--- src/sv/tsp_pkg.sv ---
// shared types and constants for the texture slot pool
// no dependencies
`default_nettype none
package tsp_pkg;
    localparam int LEVEL0_SLOTS = 64;
    localparam int LEVEL1_SLOTS = 1024;
    localparam int OWNER_BITS   = 16;
    localparam int TIME_BITS    = 8;
    localparam int TOTAL_SLOTS  = LEVEL0_SLOTS + LEVEL1_SLOTS;
    localparam int IDX_W        = $clog2(TOTAL_SLOTS);
    localparam int HANDLE_W     = 11;
    localparam int WORD_W       = 1 + OWNER_BITS + TIME_BITS;

    localparam logic [1:0] ACT_ALLOC = 2'd0;
    localparam logic [1:0] ACT_FREE  = 2'd1;
    localparam logic [1:0] ACT_TOUCH = 2'd2;

    typedef enum logic [2:0] {
        S_CLEAR,
        S_IDLE,
        S_DECIDE,
        S_LOOK,
        S_SCAN
    } state_t;

    typedef struct packed {
        logic latch;
        logic clear;
        logic look;
        logic scan;
        logic fin_look;
        logic fin_free;
        logic fin_evict;
        logic fin_miss;
    } cmd_t;

    typedef struct packed {
        logic       clr_last;
        logic       in_range;
        logic [1:0] act;
        logic       scan_free;
        logic       scan_end;
    } stat_t;
endpackage
`default_nettype wire

--- src/sv/tsp_ctrl.sv ---
// controller state machine for the texture slot pool
// depends on tsp_pkg
`default_nettype none
module tsp_ctrl (
    input  wire logic           clk,
    input  wire logic           rst_n,
    input  wire logic           start,
    input  tsp_pkg::stat_t      stat,
    output tsp_pkg::cmd_t       cmd,
    output logic                busy
);
    tsp_pkg::state_t state_reg, state_next;

    always_ff @(posedge clk or negedge rst_n)
    begin
        if (!rst_n)
        begin
            state_reg <= tsp_pkg::S_CLEAR;
        end
        else
        begin
            state_reg <= state_next;
        end
    end

    always_comb
    begin
        state_next = state_reg;
        cmd        = '0;
        busy       = 1'b1;
        unique case (state_reg)
            tsp_pkg::S_CLEAR:
            begin
                cmd.clear = 1'b1;
                if (stat.clr_last)
                begin
                    state_next = tsp_pkg::S_IDLE;
                end
            end
            tsp_pkg::S_IDLE:
            begin
                busy = 1'b0;
                if (start)
                begin
                    cmd.latch  = 1'b1;
                    state_next = tsp_pkg::S_DECIDE;
                end
            end
            tsp_pkg::S_DECIDE:
            begin
                if (stat.act == tsp_pkg::ACT_ALLOC)
                begin
                    state_next = tsp_pkg::S_SCAN;
                end
                else if ((stat.act == tsp_pkg::ACT_FREE || stat.act == tsp_pkg::ACT_TOUCH)
                         && stat.in_range)
                begin
                    cmd.look   = 1'b1;
                    state_next = tsp_pkg::S_LOOK;
                end
                else
                begin
                    cmd.fin_miss = 1'b1;
                    state_next   = tsp_pkg::S_IDLE;
                end
            end
            tsp_pkg::S_LOOK:
            begin
                cmd.fin_look = 1'b1;
                state_next   = tsp_pkg::S_IDLE;
            end
            tsp_pkg::S_SCAN:
            begin
                cmd.scan = 1'b1;
                if (stat.scan_free)
                begin
                    cmd.fin_free = 1'b1;
                    state_next   = tsp_pkg::S_IDLE;
                end
                else if (stat.scan_end)
                begin
                    cmd.fin_evict = 1'b1;
                    state_next    = tsp_pkg::S_IDLE;
                end
            end
            default:
            begin
                state_next = tsp_pkg::S_CLEAR;
            end
        endcase
    end
endmodule
`default_nettype wire

--- config.mk ---
export PLATFORM = sky130hd
export DESIGN_NAME = tsp_ctrl
export DESIGN_NICKNAME = d
export VERILOG_FILES = /design/src/sv/tsp_pkg.sv /design/src/sv/tsp_ctrl.sv
export SDC_FILE = /design/constraint.sdc
export NUM_CORES = 1
export LEC_CHECK = 0
export ABC_AREA = 1
export BUFFER_PORTS_ARGS = -buffer_cell sky130_fd_sc_hd__buf_4
export CAP_MARGIN = 20
export CORE_AREA = 2 2 39 41
export CTS_BUF_LIST = sky130_fd_sc_hd__clkbuf_4 sky130_fd_sc_hd__clkbuf_8
export DETAILED_ROUTE_END_ITERATION = 10
export DIE_AREA = 0 0 41 43
export PLACE_DENSITY = 0.47
export SLEW_MARGIN = 20
export SYNTH_ARGS = -nofsm -noshare
export SYNTH_HDL_FRONTEND = slang
export SYNTH_SLANG_ARGS = --single-unit
--- constraint.sdc ---
create_clock -name clk -period 1.1 [get_ports clk]
set_input_delay 0.165 -clock clk [delete_from_list [all_inputs] [get_ports clk]]
set_output_delay 0.165 -clock clk [all_outputs]
set_load 0.05 [all_outputs]
==> summary.md, run 1 <==
| Metric | Value |
|---|---|
| Number of global-route vias before repair | roughly 370 |
| Share of cells above drive strength 1 | between 60 and 70% |
| Overall power | 1.64 mW |
| Status | finished, violations left |
| Worst-margin pin slew | between 0.15 and 0.2 ns |
| Max-Slew Margin vs Limit | 88.7% |
| Crit path DAT | between 1 and 1.5 ns |
| Critical Path End Type | output pin |
| Area contributors post-synth | dfrtp_1, inv_1, nand2_1, nor2_1, nand3_1 |
| Largest area contributor in the netlist | dfrtp_1 |
| Failing checks | negative setup slack |
| Setup Crit Path Kind | flip-flop to output pin |
| Final setup fails | 11 |
| Final worst path period share | 126% |
| Via/cell ratio | around 4.2 |
| Syn_nets | 56 |
| Die area | about 1800 um^2 |
| Ys flop type | dfrtp_1 |
| Max reg flops | 3 |
| Slowest stage cell, crit path | dfrtp_2 |
| Starting DRT DRC Count | 3 |
| Initial antenna violation count | 0 |
| DP Worst Slack | -0.163 ns |
| Top Ports | 18 |
| Commonest cells in the synthesized netlist | inv_1, nand2_1, nor2_1, nand3_1 |
| Hold crit path type | input pin to flip-flop |
| Synthesis Warnings | 0 |
| Worst endpoint required time | between 0.9 and 1 ns |
| Final setup margin | -0.285 ns |
| Final setup TNS | -2.38 ns |
| Cell row count | 14 |
| Num Clock Sinks | 3 |
| Worst Path Max Fanout | 4 |
| Global-route wire length before repair | between 1 and 1.5 mm |
| Yosys reg bits | 3 |
| Diode count | 0 |
| Core Box Area | between 1000 and 1500 um^2 |
| Cell variety after synth | 13 |
| Pins over their slew limit | 0 |
| Longest Clk Path Bufs | 2 |
| Vias post-DR | just under 400 |
| Post-synth EDFFs | 0 |
| H-tree depth | 1 |
| Post-route ant nets | 0 |
| Mapped Area | around 270 um^2 |
| CP Buf/Inv Count | 1 |
| Fin util | 47.6% |
| Synth Instances | 46 |
| TritonCTS clock tree | yes |
| DP HPWL | roughly 600 um |
| Cts bufs inserted | 3 |
| Placer Congestion | just under 0.7 |
| Hold Violations, Final | 0 |
| Die X-Extent | ~41 um |
| Pin count of the biggest net entering global routing | 5 |
| Avg Inst Size Synth | 5.93 um^2 |
| Initial Utilization | approximately a fifth |
| DR WL/cell | a little under 9 um |
| Worst-path clk slew | around 0.030 ns |
| Port Buffers | 17 |
| Cell with the most instances after synthesis | inv_1 |
| CP top delay family | flip-flops |
| Clock skew | between 0.003 and 0.004 ns |
| Pwr Density | between 2000 and 2500 nW/um^2 |
| Global Route Usage Sum | a little under an eighth |
| DIE HEIGHT | 43 um |
| Detailed-route DRC error count | 0 |
| Drt total wl | about 810 um |
| RSZ-0062 raised after global routing | yes |
| CP cell instances | nor2_4 -> nand2_4 -> nor3_4 -> buf_6 |
| Static leakage | 0.333 nW |
| Hold slack | around 0.26 ns |
| Filler Cells Inserted | approximately 140 |
| Sequential share of the synthesized area | ~28% |
| Synth top area share | ~28% |
| Startpoint types | flip-flop |
| Clock period minus worst slack | ~1.4 ns |
| CTS Root Cell | clkbuf_4 |
| Clock latency on the worst-skew pair | roughly 0.23 ns |
| CP max stage delay | ~0.45 ns |
| Fin nets | 88 |
| Async S/R FF share, synth | 100% |
| Max frequency | a little over 700 MHz |
| Max_cap viols | 0 |
| Peak supply drop | between 0.0009 and 0.001 V |
| Initial DRT Pass Iterations | 4 |
| P&R area growth vs syn | 142% |
| Grt total ovfl | 0 |
-- per-layer routing --
metal / track usage [%] / share of wire [%]
met5: 0 / 0
met3: 6.81 / 8.6
met4: 6.00 / 0
met1: 11.1 / 33
met2: 19.7 / 59
-- tightest hold or removal path, cell delays in order --
cell and delay (ns):
buf_4 0.08, nor2_1 0.04, nand3_2 0.09, o21ai_1 0.07
-- cell type report --
cell class	count	area (um^2)	area share (%)
inverters	13	52.6	7.97
flip-flops and latches	3	77.6	11.8
repair buffers	27	246	37.4
clock buffers	4	30.0	4.55
well taps	16	20.0	3.04
multi-input cells	30	233	35.3
-- where the power goes --
part | total (mW) | switching [mW] | internal (mW) | leakage (nW)
Sequential | 0.205 | 0.0518 | 0.153 | 0.0357
Combinational | 1.21 | 0.693 | 0.518 | 0.279
Clock | 0.220 | 0.0594 | 0.161 | 0.0184
-- cells by family (layout without fill, tap and decap cells) --
kind of cell / Yosys count / count (layout) / share of synthesized area (%)
simple gates: 28 / 28 / 48.2
buf+inv: 13 / 44 / 17.9
flops: 3 / 3 / 27.5
fa+ha+maj: 1 / 1 / 4.59
compound gates: 1 / 1 / 1.83
-- per-stage QoR --
stage | cells | area (um^2)
final | 93 | 659
after global placement | 86 | 531
after CTS | 93 | 649
after floorplan | 46 | 330
after detailed placement | 86 | 531
after global routing | 93 | 659
-- worst paths after layout --
check,to,slack [ns],cells past startpoint,startpoint
worst max-delay path,cmd[0],-0.29,4,state_reg[2]
worst min-delay path,state_reg[2],0.26,4,stat[0]
worst max register to register,state_reg[0],-0.07,6,state_reg[1]
worst min register to register,state_reg[2],0.66,3,state_reg[0]
max in group asynchronous,state_reg[1],0.73,2,rst_n
min in group asynchronous,state_reg[0],0.27,2,rst_n
-- cells in the final DEF (no fill, tap or decap) --
cell and n:
buf_4 16, buf_6 9, inv_1 8, nand2_1 7, nor2_4 5, inv_2 4, clkbuf_4 4, nor2_2 3
nor3_4 3, nor2_1 3, nand3_1 2, nand3_2 2, dfrtp_2 2, nand2_4 1, nand2_2 1, clkinvlp_4 1
nand4_1 1, o21ai_1 1, ha_1 1, dlygate4sd3_1 1, buf_8 1, dfrtp_1 1
-- repair_timing --
action                                  CTS  global route
hold buffers                              1             0
endpoints found under the setup margin   10            12
pin swaps                                 5             0
gates resized for setup                  18             3
cloned                                    0             0
endpoints found under the hold margin     3             0
buffers inserted                          3             0
Power figures use the tool's default switching activity.
==> inputs of run 2 (changes only) <==
Clock period 1.1 ns to 1.3 ns, I/O delays scaled along.
==> summary.md, run 2 (synthesized netlist as in run 1, its figures left out) <==
| Metric | Value |
|---|---|
| Sequential Area | ~78 um^2 |
| Peak supply drop | ~0.0013 V |
| Most common cell after layout, fill and taps aside | buf_4 |
| Die area | roughly 1800 um^2 |
| Port Buffers | 17 |
| Clock period minus worst slack | 1.44 ns |
| P&R area growth vs syn | 133% |
| Placer Congestion | 0.623 |
| Hold Violations, Final | 0 |
| Global Route Usage Sum | 10.3% |
| Cts bufs inserted | 3 |
| Footprint of the multi-input gates | ~210 um^2 |
| Share of cells above drive strength 1 | between 60% and 70% |
| Pin count of the biggest net entering global routing | 5 |
| Setup Crit Path Kind | flip-flop to output pin |
| CP max stage delay | ~0.36 ns |
| Die X-Extent | 41 um |
| DP Worst Slack | approximately 0.016 ns |
| Worst Path Max Fanout | 3 |
| Filler Cells Inserted | 156 |
| Clock skew | about 0.0042 ns |
| Worst-path clk slew | ~0.040 ns |
| CTS Root Cell | clkbuf_4 |
| Critical Path End Type | output pin |
| RSZ-0062 raised after global routing | yes |
| TritonCTS clock tree | yes |
| Worst-margin pin slew | about 0.17 ns |
| Max-Slew Margin vs Limit | 88.3% |
| DR WL/cell | between 7 and 8 um |
| Placed insts | 85 |
| Sequential power share | between 10% and 20% |
| Initial antenna violation count | 0 |
| Cell row count | 14 |
| P_int | ~0.7 mW |
| Fin nets | around 90 |
| Number of global-route vias before repair | 337 |
| P_sw | between 0.6 and 0.7 mW |
| Grt total ovfl | 0 |
| Fin util | 46.0% |
| Pwr Density | between 2000 and 2500 nW/um^2 |
| Max_cap viols | 0 |
| Fin cells | 94 |
| Max reg flops | 3 |
| Static leakage | roughly 0.33 nW |
| Longest Clk Path Bufs | 2 |
| Final worst path period share | 110% |
| CP cell instances | inv_2 -> nor3_2 -> buf_4 -> inv_2 -> nor2_4 -> buf_6 |
| DP HPWL | approximately 600 um |
| Num Clock Sinks | 3 |
| Initial Utilization | about a fifth |
| H-tree depth | 1 |
| Drt total wl | between 700 and 800 um |
| Slowest stage cell, crit path | dfrtp_1 |
| Worst endpoint required time | ~1.1 ns |
| Gate power share | between 70% and 80% |
| Crit-path most repeated cell | inv_2 |
| DIE HEIGHT | between 40 and 50 um |
| Diode count | 0 |
| Global-route wire length before repair | between 1 and 1.5 mm |
| Startpoint types | flip-flop |
| Initial DRT Pass Iterations | 1 |
| Max frequency | approximately 700 MHz |
| Pins over their slew limit | 0 |
| Post-route ant nets | 0 |
| Final setup margin | -0.136 ns |
| Crit path DAT | roughly 1.2 ns |
| Detailed-route DRC error count | 0 |
| Core Box Area | between 1000 and 1500 um^2 |
| Top Ports | 18 |
| Clock latency on the worst-skew pair | roughly 0.23 ns |
| Final setup fails | 11 |
| Switching share of total power | between 40% and 50% |
| Via/cell ratio | just under 4 |
| Starting DRT DRC Count | 0 |
| Failing checks | negative setup slack |
| Vias post-DR | about 370 |
| Clock network power share | roughly 14% |
| Status | finished, violations left |
| Most frequent cells in the layout | buf_4, inv_1, buf_6 |
| Hold crit path type | input pin to async pin |
[run 2: per-stage QoR]
step	total power, mW	setup TNS, ns	hold WS, ns	area [um^2]
2_1_floorplan	0.661	-0.481	-0.101	305
3_3_place_gp	0.946	-0.00462	-0.0160	498
3_5_place_dp	0.944	0	-0.0148	498
4_1_cts	1.33	-0.871	0.281	624
5_1_grt	1.44	-1.53	0.309	637
6_report	1.34	-0.703	0.285	637
[run 2: worst paths after layout]
kind / startpoint / endpoint / slack, ns / cells past startpoint
worst max register to register: state_reg[1] / state_reg[1] / -0.02 / 8
max in group asynchronous: rst_n / state_reg[1] / 0.91 / 2
worst min-delay path: rst_n / state_reg[0] / 0.29 / 2
min in group clk: stat[0] / state_reg[2] / 0.31 / 4
worst min register to register: state_reg[1] / state_reg[0] / 0.66 / 3
worst max-delay path: state_reg[0] / cmd[7] / -0.14 / 6
[run 2: power groups by stage]
stage | Combinational (mW) | Clock [mW] | Sequential, mW
2_1_floorplan | 0.511 | 0 | 0.150
3_3_place_gp | 0.794 | 0 | 0.152
3_5_place_dp | 0.792 | 0 | 0.151
4_1_cts | 0.976 | 0.193 | 0.160
5_1_grt | 1.07 | 0.201 | 0.169
6_report | 0.994 | 0.185 | 0.165
[run 2: worst max-delay path, delay by kind of cell, from the launching register on]
family | cells | cell delay, ns
AND/OR/NAND/NOR | 2 | 0.25
buffers and inverters | 4 | 0.40
flip-flops | 1 | 0.36
[run 2: area by class of cell]
cell class,count,area share [%]
well taps,16,3.14
flip-flops and latches,3,12.2
multi-input cells,30,33.0
clock buffers,4,4.72
repair buffers,28,39.3
inverters,13,7.66
[run 2: routing by layer]
layer / GRT usage, % / up-vias / part of all wire [%]
met4: 2.00 / 0 / 0
met3: 5.24 / 0 / 9.4
li1: - / 201 / -
met1: 11.0 / 152 / 39
met5: 0 / - / 0
met2: 17.2 / 15 / 51
[run 2: repair_timing]
action                                 in CTS  in global routing
hold buffers                                1                  0
setup buffers                               4                  0
setup endpoints to repair                   9                 12
endpoints found under the hold margin       3                  0
pin swaps                                   6                  1
resized for setup                          17                  4
==> inputs of run 3 (changes only) <==
Settings changed: ABC_AREA 1 to default, CTS_BUF_LIST sky130_fd_sc_hd__clkbuf_4 sky130_fd_sc_hd__clkbuf_8 to sky130_fd_sc_hd__clkbuf_4, PLACE_DENSITY 0.47 to 0.45.
==> summary.md, run 3 <==
| Metric | Value |
|---|---|
| Hold crit path type | input pin to flip-flop |
| DIE HEIGHT | 43 um |
| CP Buf/Inv Count | 1 |
| Vias post-DR | 334 |
| Fin cells | 79 |
| Global Route Usage Sum | 8.87% |
| Fin nets | between 70 and 80 |
| Hold path cells | 3 |
| Cell with the most instances after synthesis | nor2_1 |
| Via/cell ratio | roughly 4.2 |
| Placed insts | 71 |
| Static leakage | between 0.2 and 0.3 nW |
| Pwr Density | 2080 nW/um^2 |
| TritonCTS clock tree | yes |
| CP cell instances | or3b_4 -> nor2_4 -> buf_6 |
| Core Box Area | between 1000 and 1500 um^2 |
| Longest Clk Path Bufs | 2 |
| Clock skew | between 0.002 and 0.0025 ns |
| Cell variety after synth | 19 |
| Hold Violations, Final | 0 |
| Clock period minus worst slack | approximately 1.5 ns |
| Cell row count | 14 |
| Filler Cells Inserted | ~140 |
| Commonest cells in the synthesized netlist | nor2_1, a21oi_1, dfrtp_1, inv_1 |
| Synth Instances | 31 |
| Worst-margin pin slew | between 0.2 and 0.25 ns |
| Mapped Area | approximately 240 um^2 |
| Clock latency on the worst-skew pair | 0.23 ns |
| Share of cells above drive strength 1 | around three quarters |
| Die X-Extent | around 41 um |
| Max-Slew Margin vs Limit | between 80% and 90% |
| CTS Root Cell | clkbuf_4 |
| Initial DRT Pass Iterations | 2 |
| Peak supply drop | 0.00117 V |
| Synthesis Warnings | 0 |
| Switching share of total power | roughly 44% |
| Starting DRT DRC Count | 1 |
| Gate power share | between 70% and 80% |
| Number of global-route vias before repair | 286 |
| Final worst path period share | 117% |
| CP max stage delay | 0.43 ns |
| Max reg flops | 3 |
| Drt total wl | 716 um |
| Pins over their slew limit | 0 |
| Crit path DAT | between 1 and 1.5 ns |
| Max_cap viols | 0 |
| Post-synth EDFFs | 0 |
| Final setup margin | -0.219 ns |
| Yosys reg bits | 3 |
| Cts bufs inserted | 3 |
| Top Ports | 18 |
| Sequential power share | 13.4% |
| Avg Inst Size Synth | between 7 and 8 um^2 |
| Most common cell after layout, fill and taps aside | buf_4 |
| Stages on the worst setup path | 3 |
| Initial antenna violation count | 0 |
| Worst Path Max Fanout | 4 |
| CP top delay family | simple AND/OR/NAND/NOR gates |
| Setup Crit Path Kind | flip-flop to output pin |
| Syn_nets | roughly 40 |
| Placer Congestion | about 0.73 |
| Status | finished, violations left |
| Startpoint types | flip-flop |
| Post-route ant nets | 0 |
| Largest area contributor in the netlist | dfrtp_1 |
| Pin count of the biggest net entering global routing | 7 |
| Most frequent cells in the layout | buf_4, buf_6, clkbuf_4 |
| Diode count | 0 |
| Failing checks | negative setup slack |
| Max frequency | 658 MHz |
| Async S/R FF share, synth | 100% |
| Cell depth of the worst flop-to-flop path | 6 |
| Num Clock Sinks | 3 |
| Final setup TNS | -1.09 ns |
| Area contributors post-synth | dfrtp_1, nor2_1, a21oi_1, ha_1, nor2b_1 |
| Critical Path End Type | output pin |
| Grt total ovfl | 0 |
| Initial Utilization | 17.6% |
| DP HPWL | around 530 um |
| P_int | between 0.7 and 0.8 mW |
| Global-route wire length before repair | around 1.1 mm |
| Slowest stage cell, crit path | or3b_4 |
| Worst-path clk slew | roughly 0.040 ns |
| Clock network power share | between 10 and 15% |
| Sequential share of the synthesized area | a little under a third |
| DR WL/cell | slightly above 9 um |
| RSZ-0062 raised after global routing | yes |
| P_sw | 0.563 mW |
| Ys flop type | dfrtp_1 |
| Port Buffers | 17 |
| Worst endpoint required time | ~1.1 ns |
| Final setup fails | 9 |
| P&R area growth vs syn | 151% |
| H-tree depth | 1 |
| Synth top area share | between 30% and 40% |
| Detailed-route DRC error count | 0 |
| Die area | ~1800 um^2 |
==> run 3: cell count changes after synthesis, sizes merged, moves of 3 or more <==
cell	before	now
nand3	4	0
nor2	11	5
a21oi	0	3
inv	13	3
nand2	9	2
==> run 3: power groups by stage <==
stage | logic, mW | clock network, mW | registers (mW)
final | 0.916 | 0.184 | 0.171
after global placement | 0.717 | 0 | 0.159
after floorplan | 0.438 | 0 | 0.167
after global routing | 0.969 | 0.196 | 0.181
after CTS | 0.874 | 0.197 | 0.159
after detailed placement | 0.709 | 0 | 0.158
==> run 3: repair_timing <==
action / in CTS / in global routing
setup endpoints to repair: 9 / 10
gates cloned: 0 / 0
setup buffers: 2 / 1
hold buffers: 1 / 0
pin swaps: 2 / 3
resized for setup: 17 / 6
endpoints found under the hold margin: 3 / 0
==> run 3: per-stage QoR <==
stage	instance area [um^2]	power (mW)	worst slack [ns]	hold slack (ns)	util [%]
5_1_grt	612	1.35	-0.273	0.274	44.2
3_5_place_dp	465	0.868	0.00608	-0.0163	33.6
4_1_cts	582	1.23	-0.233	0.225	42.0
2_1_floorplan	265	0.605	-0.272	-0.101	-
6_report	612	1.27	-0.219	0.254	44.2
3_3_place_gp	465	0.876	0.000301	-0.0146	33.6
==> run 3: routing by layer <==
layer	vias up	track usage (%)	wire length, um
met3	0	0	37
met4	0	8.00	0
li1	170	-	-
met2	8	12.5	371
met1	156	11.7	307
met5	-	0	0
==> run 3: layout make-up <==
cell class / count / area [um^2] / area share, %
Clock buffer: 4 / 30.0 / 4.91
Inverter: 3 / 11.3 / 1.84
Multi-Input combinational cell: 25 / 213 / 34.8
Sequential cell: 3 / 76.3 / 12.5
Tap cell: 16 / 20.0 / 3.27
Timing Repair Buffer: 28 / 262 / 42.7
==> run 3: cell families (layout without fill, tap and decap cells) <==
logic type	Yosys count	count (layout)	share of synthesized area, %
AO/OA/AOI/OAI	6	6	15.9
AND/OR/NAND/NOR	18	18	43.6
adder cells (fa/ha/maj)	1	1	5.13
flip-flops	3	3	30.8
buffers and inverters	3	35	4.62
==> run 3: path summary, 6_finish.rpt <==
kind,start,endpoint,slack [ns]
worst max-delay path,state_reg[0],cmd[7],-0.22
worst min-delay path,start,state_reg[1],0.25
worst max register to register,state_reg[0],state_reg[0],0.05
worst min register to register,state_reg[0],state_reg[2],0.54
max in group asynchronous,rst_n,state_reg[1],0.91
min in group asynchronous,rst_n,state_reg[1],0.28
==> run 3: worst min-delay path: cells and delay by family <==
family                 cells  cell delay (ns)
buffers and inverters      2             0.16
AOI/OAI and AO/OA          1             0.09
